## config.mk

```make
export PLATFORM = sky130hd
export DESIGN_NAME = compact_target_hash_check_flat
export DESIGN_NICKNAME = d
export VERILOG_FILES = /design/src/rtl/core/cthc_pkg.sv /design/src/rtl/core/cthc_req_if.sv /design/src/rtl/core/cthc_rsp_if.sv /design/src/rtl/core/cthc_input_stage.sv /design/src/rtl/core/cthc_compare_stage.sv /design/src/rtl/core/compact_target_hash_check.sv /design/src/flat_wrapper.sv
export SDC_FILE = /design/constraint.sdc
export NUM_CORES = 2
export LEC_CHECK = 0
export BUFFER_PORTS_ARGS = -buffer_cell sky130_fd_sc_hd__buf_2
export CAP_MARGIN = 20
export CORE_ASPECT_RATIO = 0.7
export CORE_MARGIN = 1.5
export CORE_UTILIZATION = 30
export CTS_BUF_LIST = sky130_fd_sc_hd__clkbuf_4
export DETAILED_ROUTE_END_ITERATION = 7
export PLACE_DENSITY = 0.45
export SLEW_MARGIN = 20
export SYNTH_ARGS = -nofsm -noshare
export SYNTH_HDL_FRONTEND = slang
export SYNTH_SLANG_ARGS = --single-unit
```

## constraint.sdc

```tcl
create_clock -name clock -period 12.7 [get_ports clock]
set_input_delay 1.27 -clock clock [delete_from_list [all_inputs] [get_ports clock]]
set_output_delay 1.27 -clock clock [all_outputs]
set_load 0.02 [all_outputs]
```

## src/rtl/core/cthc_pkg.sv

```systemverilog
// Shared types, codes and constants for the compact target hash check.
// Used by the channel interfaces, both pipeline stages, the top level and the checker.
package cthc_pkg;

   localparam int WORD_BITS_DEFAULT = 64;
   localparam int TARGET_W          = 256;
   localparam int COMPACT_W         = 32;
   localparam int LIMIT_W           = 64;
   localparam int LIMIT_WORDS       = 4;
   localparam int CSR_INDEX_W       = 2;
   localparam int STATUS_W          = 2;
   localparam int ORDER_W           = 2;

   localparam logic [CSR_INDEX_W-1:0] CSR_LIMIT_WORD3 = 2'd0;
   localparam logic [CSR_INDEX_W-1:0] CSR_LIMIT_WORD2 = 2'd1;
   localparam logic [CSR_INDEX_W-1:0] CSR_LIMIT_WORD1 = 2'd2;
   localparam logic [CSR_INDEX_W-1:0] CSR_LIMIT_WORD0 = 2'd3;

   localparam logic [LIMIT_W-1:0] LIMIT_WORD3_RESET = 64'h0000_0000_FFFF_FFFF;
   localparam logic [LIMIT_W-1:0] LIMIT_LOWER_RESET = 64'hFFFF_FFFF_FFFF_FFFF;

   localparam logic [STATUS_W-1:0] STATUS_PASS     = 2'd0;
   localparam logic [STATUS_W-1:0] STATUS_INVALID  = 2'd1;
   localparam logic [STATUS_W-1:0] STATUS_MISMATCH = 2'd2;

   localparam logic [ORDER_W-1:0] ORDER_EQUAL   = 2'd0;
   localparam logic [ORDER_W-1:0] ORDER_GREATER = 2'd1;
   localparam logic [ORDER_W-1:0] ORDER_LESS    = 2'd2;

   typedef struct packed {
      logic valid;
      logic last;
      logic active;
   } stage_ctrl_type;

   // Expands the compact form into the full target; shifts past the top give zero.
   function automatic logic [TARGET_W-1:0] decode_compact(input logic [COMPACT_W-1:0] compact);
      logic [7:0]          expo;
      logic [TARGET_W-1:0] mant;
      expo = compact[31:24];
      mant = TARGET_W'(compact[22:0]);
      if (expo < 8'd3) begin
         return mant >> {(8'd3 - expo), 3'b000};
      end else begin
         return mant << {(expo - 8'd3), 3'b000};
      end
   endfunction

endpackage

```

## src/rtl/core/cthc_req_if.sv

```systemverilog
// Request channel of the compact target hash check: one hash word per request.
// Depends on cthc_pkg for the default word width and the compact width.
interface cthc_req_if #(
   parameter int WORD_BITS = cthc_pkg::WORD_BITS_DEFAULT
) ();
   logic                             valid;
   logic                             ready;
   logic [WORD_BITS-1:0]             hash_word;
   logic [cthc_pkg::COMPACT_W-1:0]   compact_target;
   logic                             last_word;

   modport source (output valid, hash_word, compact_target, last_word, input ready);
   modport sink   (input valid, hash_word, compact_target, last_word, output ready);
endinterface

```

## src/rtl/core/cthc_rsp_if.sv

```systemverilog
// Result channel of the compact target hash check: one status per hash.
// Depends on cthc_pkg for the status width.
interface cthc_rsp_if ();
   logic                            valid;
   logic                            ready;
   logic [cthc_pkg::STATUS_W-1:0]   status;

   modport source (output valid, status, input ready);
   modport sink   (input valid, status, output ready);
endinterface

```

## src/rtl/core/cthc_input_stage.sv

```systemverilog
// Input register stage: accepts hash words, tracks the word position and
// holds the decoded target of the current hash. Depends on cthc_pkg and cthc_req_if.
module cthc_input_stage #(
   parameter int WORD_BITS = cthc_pkg::WORD_BITS_DEFAULT
) (
   input  logic                                   clock,
   input  logic                                   reset,
   cthc_req_if.sink                               req_chan,
   input  logic                                   go,
   output cthc_pkg::stage_ctrl_type               ctrl,
   output logic [WORD_BITS-1:0]                   item_word,
   output logic [$clog2(cthc_pkg::TARGET_W / WORD_BITS)-1:0] item_index,
   output logic [cthc_pkg::TARGET_W-1:0]          item_target,
   output logic [cthc_pkg::COMPACT_W-1:0]         item_compact
);
   import cthc_pkg::*;

   localparam int WORDS = TARGET_W / WORD_BITS;
   localparam int POS_W = $clog2(WORDS + 1);
   localparam int IDX_W = $clog2(WORDS);

   logic [POS_W-1:0]      pos_ff, pos_in;
   stage_ctrl_type        ctrl_ff, ctrl_in;
   logic [WORD_BITS-1:0]  word_ff;
   logic [IDX_W-1:0]      index_ff;
   logic [TARGET_W-1:0]   target_ff;
   logic [COMPACT_W-1:0]  compact_ff;
   logic                  accept;
   logic                  first;
   logic                  active;

   assign req_chan.ready = !ctrl_ff.valid || go;
   assign accept         = req_chan.valid && req_chan.ready;
   assign first          = (pos_ff == '0);
   assign active         = (pos_ff < POS_W'(WORDS));

   always_comb begin
      pos_in  = pos_ff;
      ctrl_in = ctrl_ff;
      if (accept) begin
         if (req_chan.last_word) begin
            pos_in = '0;
         end else if (active) begin
            pos_in = pos_ff + 1'b1;
         end
         ctrl_in.valid  = 1'b1;
         ctrl_in.last   = req_chan.last_word;
         ctrl_in.active = active;
      end else if (go) begin
         ctrl_in.valid = 1'b0;
      end
   end

   always_ff @(posedge clock) begin
      if (reset) begin
         pos_ff  <= '0;
         ctrl_ff <= '0;
      end else begin
         pos_ff  <= pos_in;
         ctrl_ff <= ctrl_in;
      end
   end

   always_ff @(posedge clock) begin
      if (accept) begin
         word_ff  <= req_chan.hash_word;
         index_ff <= pos_ff[IDX_W-1:0];
         if (first) begin
            target_ff  <= decode_compact(req_chan.compact_target);
            compact_ff <= req_chan.compact_target;
         end
      end
   end

   assign ctrl         = ctrl_ff;
   assign item_word    = word_ff;
   assign item_index   = index_ff;
   assign item_target  = target_ff;
   assign item_compact = compact_ff;

endmodule

```

## src/rtl/core/cthc_compare_stage.sv

```systemverilog
// Compare stage: running hash and limit comparisons, limit registers and
// the result register. Depends on cthc_pkg and cthc_rsp_if.
module cthc_compare_stage #(
   parameter int WORD_BITS = cthc_pkg::WORD_BITS_DEFAULT
) (
   input  logic                                   clock,
   input  logic                                   reset,
   input  cthc_pkg::stage_ctrl_type               ctrl,
   input  logic [WORD_BITS-1:0]                   item_word,
   input  logic [$clog2(cthc_pkg::TARGET_W / WORD_BITS)-1:0] item_index,
   input  logic [cthc_pkg::TARGET_W-1:0]          item_target,
   input  logic [cthc_pkg::COMPACT_W-1:0]         item_compact,
   input  logic                                   csr_write_enable,
   input  logic [cthc_pkg::CSR_INDEX_W-1:0]       csr_index,
   input  logic [cthc_pkg::LIMIT_W-1:0]           csr_write_data,
   output logic                                   go,
   cthc_rsp_if.source                             rsp_chan
);
   import cthc_pkg::*;

   localparam int WORDS    = TARGET_W / WORD_BITS;
   localparam int COVER_LO = TARGET_W - WORDS * WORD_BITS;

   logic [LIMIT_W-1:0]   limit_ff [LIMIT_WORDS];
   logic [TARGET_W-1:0]  limit_all;
   logic [ORDER_W-1:0]   hvt_ff, hvt_in, hvt_cur;
   logic [ORDER_W-1:0]   tvl_ff, tvl_in, tvl_cur;
   logic                 seen_ff, seen_in, seen_cur;
   logic                 rsp_valid_ff, rsp_valid_in;
   logic [STATUS_W-1:0]  status_ff, status_in;
   logic                 advance;
   logic [7:0]           chunk_lo;
   logic [WORD_BITS-1:0] target_chunk;
   logic [WORD_BITS-1:0] limit_chunk;
   logic [TARGET_W-1:0]  tail_mask;
   logic [TARGET_W-1:0]  tail_target;
   logic [TARGET_W-1:0]  tail_limit;
   logic                 above_limit;
   logic                 seen_final;
   logic [7:0]           expo;
   logic [22:0]          mant;
   logic                 overflow;
   logic                 negative;

   assign limit_all = {limit_ff[CSR_LIMIT_WORD3], limit_ff[CSR_LIMIT_WORD2],
                       limit_ff[CSR_LIMIT_WORD1], limit_ff[CSR_LIMIT_WORD0]};

   assign go      = !ctrl.last || !rsp_valid_ff || rsp_chan.ready;
   assign advance = ctrl.valid && go;

   always_comb begin
      chunk_lo     = 8'(TARGET_W - (int'(item_index) + 1) * WORD_BITS);
      target_chunk = item_target[chunk_lo +: WORD_BITS];
      limit_chunk  = limit_all[chunk_lo +: WORD_BITS];
      hvt_cur      = hvt_ff;
      tvl_cur      = tvl_ff;
      seen_cur     = seen_ff;
      tail_mask    = '0;
      if (ctrl.active) begin
         if (hvt_ff == ORDER_EQUAL) begin
            if (item_word > target_chunk) begin
               hvt_cur = ORDER_GREATER;
            end else if (item_word < target_chunk) begin
               hvt_cur = ORDER_LESS;
            end
         end
         if (tvl_ff == ORDER_EQUAL) begin
            if (target_chunk > limit_chunk) begin
               tvl_cur = ORDER_GREATER;
            end else if (target_chunk < limit_chunk) begin
               tvl_cur = ORDER_LESS;
            end
         end
         seen_cur  = seen_ff || (target_chunk != '0);
         tail_mask = ~({TARGET_W{1'b1}} << chunk_lo) & ({TARGET_W{1'b1}} << COVER_LO);
      end

      // Words never received count as zero, so only the target and limit
      // tails below the current chunk still matter on the final word.
      tail_target = item_target & tail_mask;
      tail_limit  = limit_all & tail_mask;
      above_limit = (tvl_cur == ORDER_GREATER) ||
                    ((tvl_cur == ORDER_EQUAL) && (tail_target > tail_limit));
      seen_final  = seen_cur || (tail_target != '0);

      expo     = item_compact[31:24];
      mant     = item_compact[22:0];
      overflow = (mant != '0) && ((expo > 8'd34) ||
                 ((mant > 23'd255) && (expo > 8'd33)) ||
                 ((mant > 23'd65535) && (expo > 8'd32)));
      negative = seen_final && item_compact[23];

      if (negative || !seen_final || overflow || above_limit) begin
         status_in = STATUS_INVALID;
      end else if (hvt_cur == ORDER_GREATER) begin
         status_in = STATUS_MISMATCH;
      end else begin
         status_in = STATUS_PASS;
      end
   end

   always_comb begin
      hvt_in       = hvt_ff;
      tvl_in       = tvl_ff;
      seen_in      = seen_ff;
      rsp_valid_in = rsp_valid_ff && !rsp_chan.ready;
      if (advance) begin
         if (ctrl.last) begin
            hvt_in       = ORDER_EQUAL;
            tvl_in       = ORDER_EQUAL;
            seen_in      = 1'b0;
            rsp_valid_in = 1'b1;
         end else begin
            hvt_in  = hvt_cur;
            tvl_in  = tvl_cur;
            seen_in = seen_cur;
         end
      end
   end

   always_ff @(posedge clock) begin
      if (reset) begin
         hvt_ff       <= ORDER_EQUAL;
         tvl_ff       <= ORDER_EQUAL;
         seen_ff      <= 1'b0;
         rsp_valid_ff <= 1'b0;
      end else begin
         hvt_ff       <= hvt_in;
         tvl_ff       <= tvl_in;
         seen_ff      <= seen_in;
         rsp_valid_ff <= rsp_valid_in;
      end
   end

   always_ff @(posedge clock) begin
      if (advance && ctrl.last) begin
         status_ff <= status_in;
      end
   end

   always_ff @(posedge clock) begin
      if (reset) begin
         limit_ff[CSR_LIMIT_WORD3] <= LIMIT_WORD3_RESET;
         limit_ff[CSR_LIMIT_WORD2] <= LIMIT_LOWER_RESET;
         limit_ff[CSR_LIMIT_WORD1] <= LIMIT_LOWER_RESET;
         limit_ff[CSR_LIMIT_WORD0] <= LIMIT_LOWER_RESET;
      end else if (csr_write_enable) begin
         limit_ff[csr_index] <= csr_write_data;
      end
   end

   assign rsp_chan.valid  = rsp_valid_ff;
   assign rsp_chan.status = status_ff;

endmodule

```

## src/rtl/core/compact_target_hash_check.sv

```systemverilog
// The block takes one hash word per cycle unless stalled. The final word of a hash is
// held in the input register, which feeds a single compare pass whose outcome lands in
// the result register, which drives the status. Requests keep flowing while a status
// waits; only a final word stalls, and only when the previous status has not been taken.
// The limit registers may be written only while no request is in flight.
module compact_target_hash_check #(
   parameter int WORD_BITS = cthc_pkg::WORD_BITS_DEFAULT
) (
   input  logic                              clock,
   input  logic                              reset,
   cthc_req_if.sink                          req_chan,
   cthc_rsp_if.source                        rsp_chan,
   input  logic                              csr_write_enable,
   input  logic [cthc_pkg::CSR_INDEX_W-1:0]  csr_index,
   input  logic [cthc_pkg::LIMIT_W-1:0]      csr_write_data
);
   import cthc_pkg::*;

   localparam int IDX_W = $clog2(TARGET_W / WORD_BITS);

   stage_ctrl_type        ctrl;
   logic [WORD_BITS-1:0]  item_word;
   logic [IDX_W-1:0]      item_index;
   logic [TARGET_W-1:0]   item_target;
   logic [COMPACT_W-1:0]  item_compact;
   logic                  go;

   cthc_input_stage #(.WORD_BITS(WORD_BITS)) u_input (
      .clock        (clock),
      .reset        (reset),
      .req_chan     (req_chan),
      .go           (go),
      .ctrl         (ctrl),
      .item_word    (item_word),
      .item_index   (item_index),
      .item_target  (item_target),
      .item_compact (item_compact)
   );

   cthc_compare_stage #(.WORD_BITS(WORD_BITS)) u_compare (
      .clock            (clock),
      .reset            (reset),
      .ctrl             (ctrl),
      .item_word        (item_word),
      .item_index       (item_index),
      .item_target      (item_target),
      .item_compact     (item_compact),
      .csr_write_enable (csr_write_enable),
      .csr_index        (csr_index),
      .csr_write_data   (csr_write_data),
      .go               (go),
      .rsp_chan         (rsp_chan)
   );

endmodule

```

## src/flat_wrapper.sv

```systemverilog
// flat-port wrapper written by rule: the top's interface ports become plain ports
module compact_target_hash_check_flat import cthc_pkg::*;
#(
   parameter int WORD_BITS = cthc_pkg::WORD_BITS_DEFAULT
)
  (clock, reset, csr_write_enable, csr_index, csr_write_data, req_chan_valid, req_chan_hash_word, req_chan_compact_target, req_chan_last_word, req_chan_ready, rsp_chan_valid, rsp_chan_status, rsp_chan_ready);
  cthc_req_if #(.WORD_BITS(WORD_BITS)) req_chan_i ();
  cthc_rsp_if rsp_chan_i ();
  input  logic clock;
  input  logic reset;
  input  logic csr_write_enable;
  input  logic [cthc_pkg::CSR_INDEX_W-1:0] csr_index;
  input  logic [cthc_pkg::LIMIT_W-1:0] csr_write_data;
  input wire logic [$bits(req_chan_i.valid)-1:0] req_chan_valid;
  input wire logic [$bits(req_chan_i.hash_word)-1:0] req_chan_hash_word;
  input wire logic [$bits(req_chan_i.compact_target)-1:0] req_chan_compact_target;
  input wire logic [$bits(req_chan_i.last_word)-1:0] req_chan_last_word;
  output wire logic [$bits(req_chan_i.ready)-1:0] req_chan_ready;
  output wire logic [$bits(rsp_chan_i.valid)-1:0] rsp_chan_valid;
  output wire logic [$bits(rsp_chan_i.status)-1:0] rsp_chan_status;
  input wire logic [$bits(rsp_chan_i.ready)-1:0] rsp_chan_ready;
  assign req_chan_i.valid = req_chan_valid;
  assign req_chan_i.hash_word = req_chan_hash_word;
  assign req_chan_i.compact_target = req_chan_compact_target;
  assign req_chan_i.last_word = req_chan_last_word;
  assign req_chan_ready = req_chan_i.ready;
  assign rsp_chan_valid = rsp_chan_i.valid;
  assign rsp_chan_status = rsp_chan_i.status;
  assign rsp_chan_i.ready = rsp_chan_ready;
  compact_target_hash_check #(.WORD_BITS(WORD_BITS)) u_core (.clock(clock), .reset(reset), .req_chan(req_chan_i), .rsp_chan(rsp_chan_i), .csr_write_enable(csr_write_enable), .csr_index(csr_index), .csr_write_data(csr_write_data));
endmodule
```

==> results.md <==
- Initial drt markers: 3931
- Crit start category: flip-flop
- Relative slew slack: 21.8%
- Most used cell, CP: nor4_1
- Vias in the first global route: 27100
- Die H: 295 um
- RSZ-0062 raised after global routing: false
- CTS Buf Count: 168
- P_leak: 15.6 nW
- Post-Syn Area: 36600 um^2
- Die Area: 124000 um^2
- GRT overflow: 0
- Syn_area_per_cell: 11.5 um^2
- Number of enable flip-flop cells after synthesis: 612
- Max-Cap Viols: 0
- Tcrit/Tclk final: 46.8%
- Worst-path fanout max: 56
- Layout Nets: 3899
- Worst-Skew Late Latency: 1.15 ns
- Synth warn: 0
- Cts hold-fix bufs: 0
- Area Growth Syn to Fin: 13.1%
- Final Setup Violations: 0
- Vias per cell: 5.51
- Post-synthesis cell count: 3186
- CP top delay family: simple AND/OR/NAND/NOR gates
- Share of cells above drive strength 1: 17.9%
- Worst reg2reg setup slack: 6.76 ns
- Seq/Total Area, Yosys: 50.9%
- Final wirelength: 150000 um
- Post_cts resized: 0
- Global-route wire length before repair: 210000 um
- Critical Path AT: 6.83 ns
- Peak VDD IR: 90.1 uV
- Syn nets: 3680
- Cell with the most instances after synthesis: edfxtp_1
- CTS tree: yes
- Outcome: finished, final reports clean
- Port bufs: 171
- Drt wl/cell: 29.1 um
- Worst hold path class: in2reg
- DR vias: 28400
- Total core area: 120000 um^2
- Largest net degree at the start of global routing: 93
- #FFs+latches synth: 624
- Rows: 106
- Worst-path clk slew: 0.07 ns
- R2R cell count: 13
- Max-slew violations: 0
- Post-synth ARST share: 0%
- Final min period: 5.94 ns
- Actual slew at the worst max-slew pin: 1.17 ns
- Post-synth cell types: 65
- H-Tree Depth: 4
- Most frequent cells after synthesis: edfxtp_1 (612), ha_1 (326), nand2_1 (301)
- Power Total: 0.00550 W
- Total negative setup slack: 0 ns
- Critical path's slowest cell: buf_4
- DRT antenna net count: 0
- Die Wd: 420 um
- Worst hold start: req_chan_hash_word[6]
- GPL Wtd Cong: 0.973
- Drt first pass iters: 6
- Detailed placement HPWL: 112000 um
- Clk buf depth: 3
- Hold path endpoint: u_core.u_input.item_word[6]
- Initial antenna violation count: 17
- Crit path buf inv count: 2
- Area leader, netlist: edfxtp_1
- Boundary pin count: 172
- Power Dens Cells: 133 nW/um^2
- GRT Util Overall: 24.1%
- Final hold slack: 0.309 ns
- Filler cell count: 12300
- Worst Path Required: 13.59 ns
- Initial Util: 30.4%
- Final hold viol count: 0
- CP max stage delay: 0.79 ns
- Post-CTS setup buffers: 0
- Clock skew: 0.102 ns
- Remaining DRCs: 0
- Critical path depth: 13
- WS Path Type: reg2reg
- Yosys top cell area share: 50.3%
- Post-synth top flop: edfxtp_1
- Top cells by area, synth: edfxtp_1 (50%), ha_1 (11%), mux4_2 (7.9%)
- Clk sinks: 624
- R2R Path End: u_core.u_compare.rsp_chan.status[1]
- Worst hold stages: 1
- Worst path cell trace: inv_1 > ha_4 > buf_4 > mux4_2 > ha_1 > nand4_1 > nor4_1 > nand3_1 > a311oi_1 > nor4_1 > nor2_1 > a211oi_1 > o21ba_1
- CP Capture Type: flip-flop
- RR Startpoint: u_core.u_input.item_index[0]
- CTS root buffer: clkbuf_4
- Fmax: 168 MHz
## layer usage
layer	track usage, %	routed length [um]	up-vias
met5	0	74	-
met4	5.83	2770	4
met3	5.85	16600	175
met2	30.7	56400	1599
met1	39.2	74300	14200
li1	-	-	12400
## state kept, by name, summed over array words and instances, names as in the netlist, 2 cells and up
name                              cells
u_core.u_compare.limit_ff           256
u_core.u_input.item_target          256
u_core.u_input.item_word             64
u_core.u_input.item_compact          32
u_core.u_input.ctrl                   3
u_core.u_input.pos_ff                 3
u_core.u_compare.hvt_ff               2
u_core.u_compare.rsp_chan.status      2
u_core.u_compare.tvl_ff               2
u_core.u_input.item_index             2
## cells in the final DEF, fill, tap and decap left out, types with 5 or more instances in the layout
cell | synthesis | routed
nor3b_1 | 10 | 8
a22oi_1 | 47 | 46
o32ai_1 | 7 | 7
nand2_1 | 301 | 301
a22o_1 | 8 | 8
buf_2 | 15 | 171
nand4_1 | 82 | 82
nand3_1 | 32 | 32
nor2_1 | 297 | 297
a21o_1 | 27 | 27
a211oi_1 | 17 | 17
ha_1 | 326 | 325
mux2i_1 | 16 | 16
diode_2 | 0 | 7
clkinv_1 | 0 | 30
o211ai_1 | 8 | 8
a221oi_1 | 12 | 12
and2_1 | 101 | 99
nor4_1 | 81 | 80
o21ai_0 | 61 | 61
clkbuf_4 | 0 | 240
a21oi_1 | 163 | 163
nor2b_1 | 20 | 18
or4_1 | 5 | 5
nand2b_1 | 234 | 234
nor3_1 | 43 | 40
or3_1 | 6 | 6
and3_1 | 134 | 133
and4_1 | 6 | 6
inv_2 | 0 | 7
dfxtp_1 | 12 | 11
xnor2_1 | 8 | 7
mux4_2 | 128 | 128
a21boi_0 | 8 | 7
buf_4 | 0 | 44
edfxtp_1 | 612 | 612
a31oi_1 | 8 | 6
inv_1 | 145 | 144
## cells by family (layout without fill, tap and decap cells)
group | Yosys count | after routing | synth area share (%)
buf+inv | 314 | 650 | 3.34
fa+ha+maj | 326 | 326 | 11.2
flops | 624 | 624 | 50.9
other cells | 0 | 7 | 0
xor+xnor | 10 | 10 | 0.240
simple gates | 1363 | 1363 | 19.1
mux | 144 | 144 | 8.32
compound gates | 405 | 405 | 6.92
## worst reg2reg max path: stages (launching register included)
cell and delay (ns):
edfxtp_1 0.41, inv_1 0.10, ha_4 0.73, buf_4 0.79
mux4_2 0.67, ha_1 0.38, nand4_1 0.17, nor4_1 0.72
nand3_1 0.46, a311oi_1 0.57, nor4_1 0.17, nor2_1 0.22
a211oi_1 0.12, o21ba_1 0.20
## where the power goes
part	total (W)	internal, W	switching, W
registers	0.00256	0.00242	0.000140
logic	0.00108	0.000364	0.000716
clock network	0.00186	0.000925	0.000937
total	0.00550	0.00371	0.00179
## per-stage QoR
stage	worst slack (ns)	instances	utilization, %	cell area (um^2)
4_1_cts	6.74	5142	34.4	41300
6_report	6.76	5149	34.4	41400
5_1_grt	6.35	5145	34.4	41300
3_5_place_dp	6.77	4855	32.7	39200
3_3_place_gp	6.85	4854	32.6	39200
2_1_floorplan	2.24	3186	-	36600
## worst max path at each step
stage                                      start                                   to  slack, ns
floorplan                         rsp_chan_ready       u_core.u_input.item_compact[0]       2.24
global placement    u_core.u_input.item_index[0]  u_core.u_compare.rsp_chan.status[0]       6.85
detailed placement  u_core.u_input.item_index[0]  u_core.u_compare.rsp_chan.status[0]       6.77
CTS                 u_core.u_input.item_index[0]  u_core.u_compare.rsp_chan.status[0]       6.74
global route        u_core.u_input.item_index[0]  u_core.u_compare.rsp_chan.status[0]       6.35
finish              u_core.u_input.item_index[0]  u_core.u_compare.rsp_chan.status[1]       6.76
## cell type report
type	count	area (um^2)	area share [%]
multi-input cells	2248	16800	40.7
inverters	145	544	1.32
flip-flops and latches	624	18600	45.0
clock buffers	240	1800	4.36
clock inverters	47	278	0.672
diodes	7	17.5	0.0424
repair buffers	218	1230	2.97
well taps	1620	2030	4.90
No activity file was read; power rests on OpenSTA's default activity.
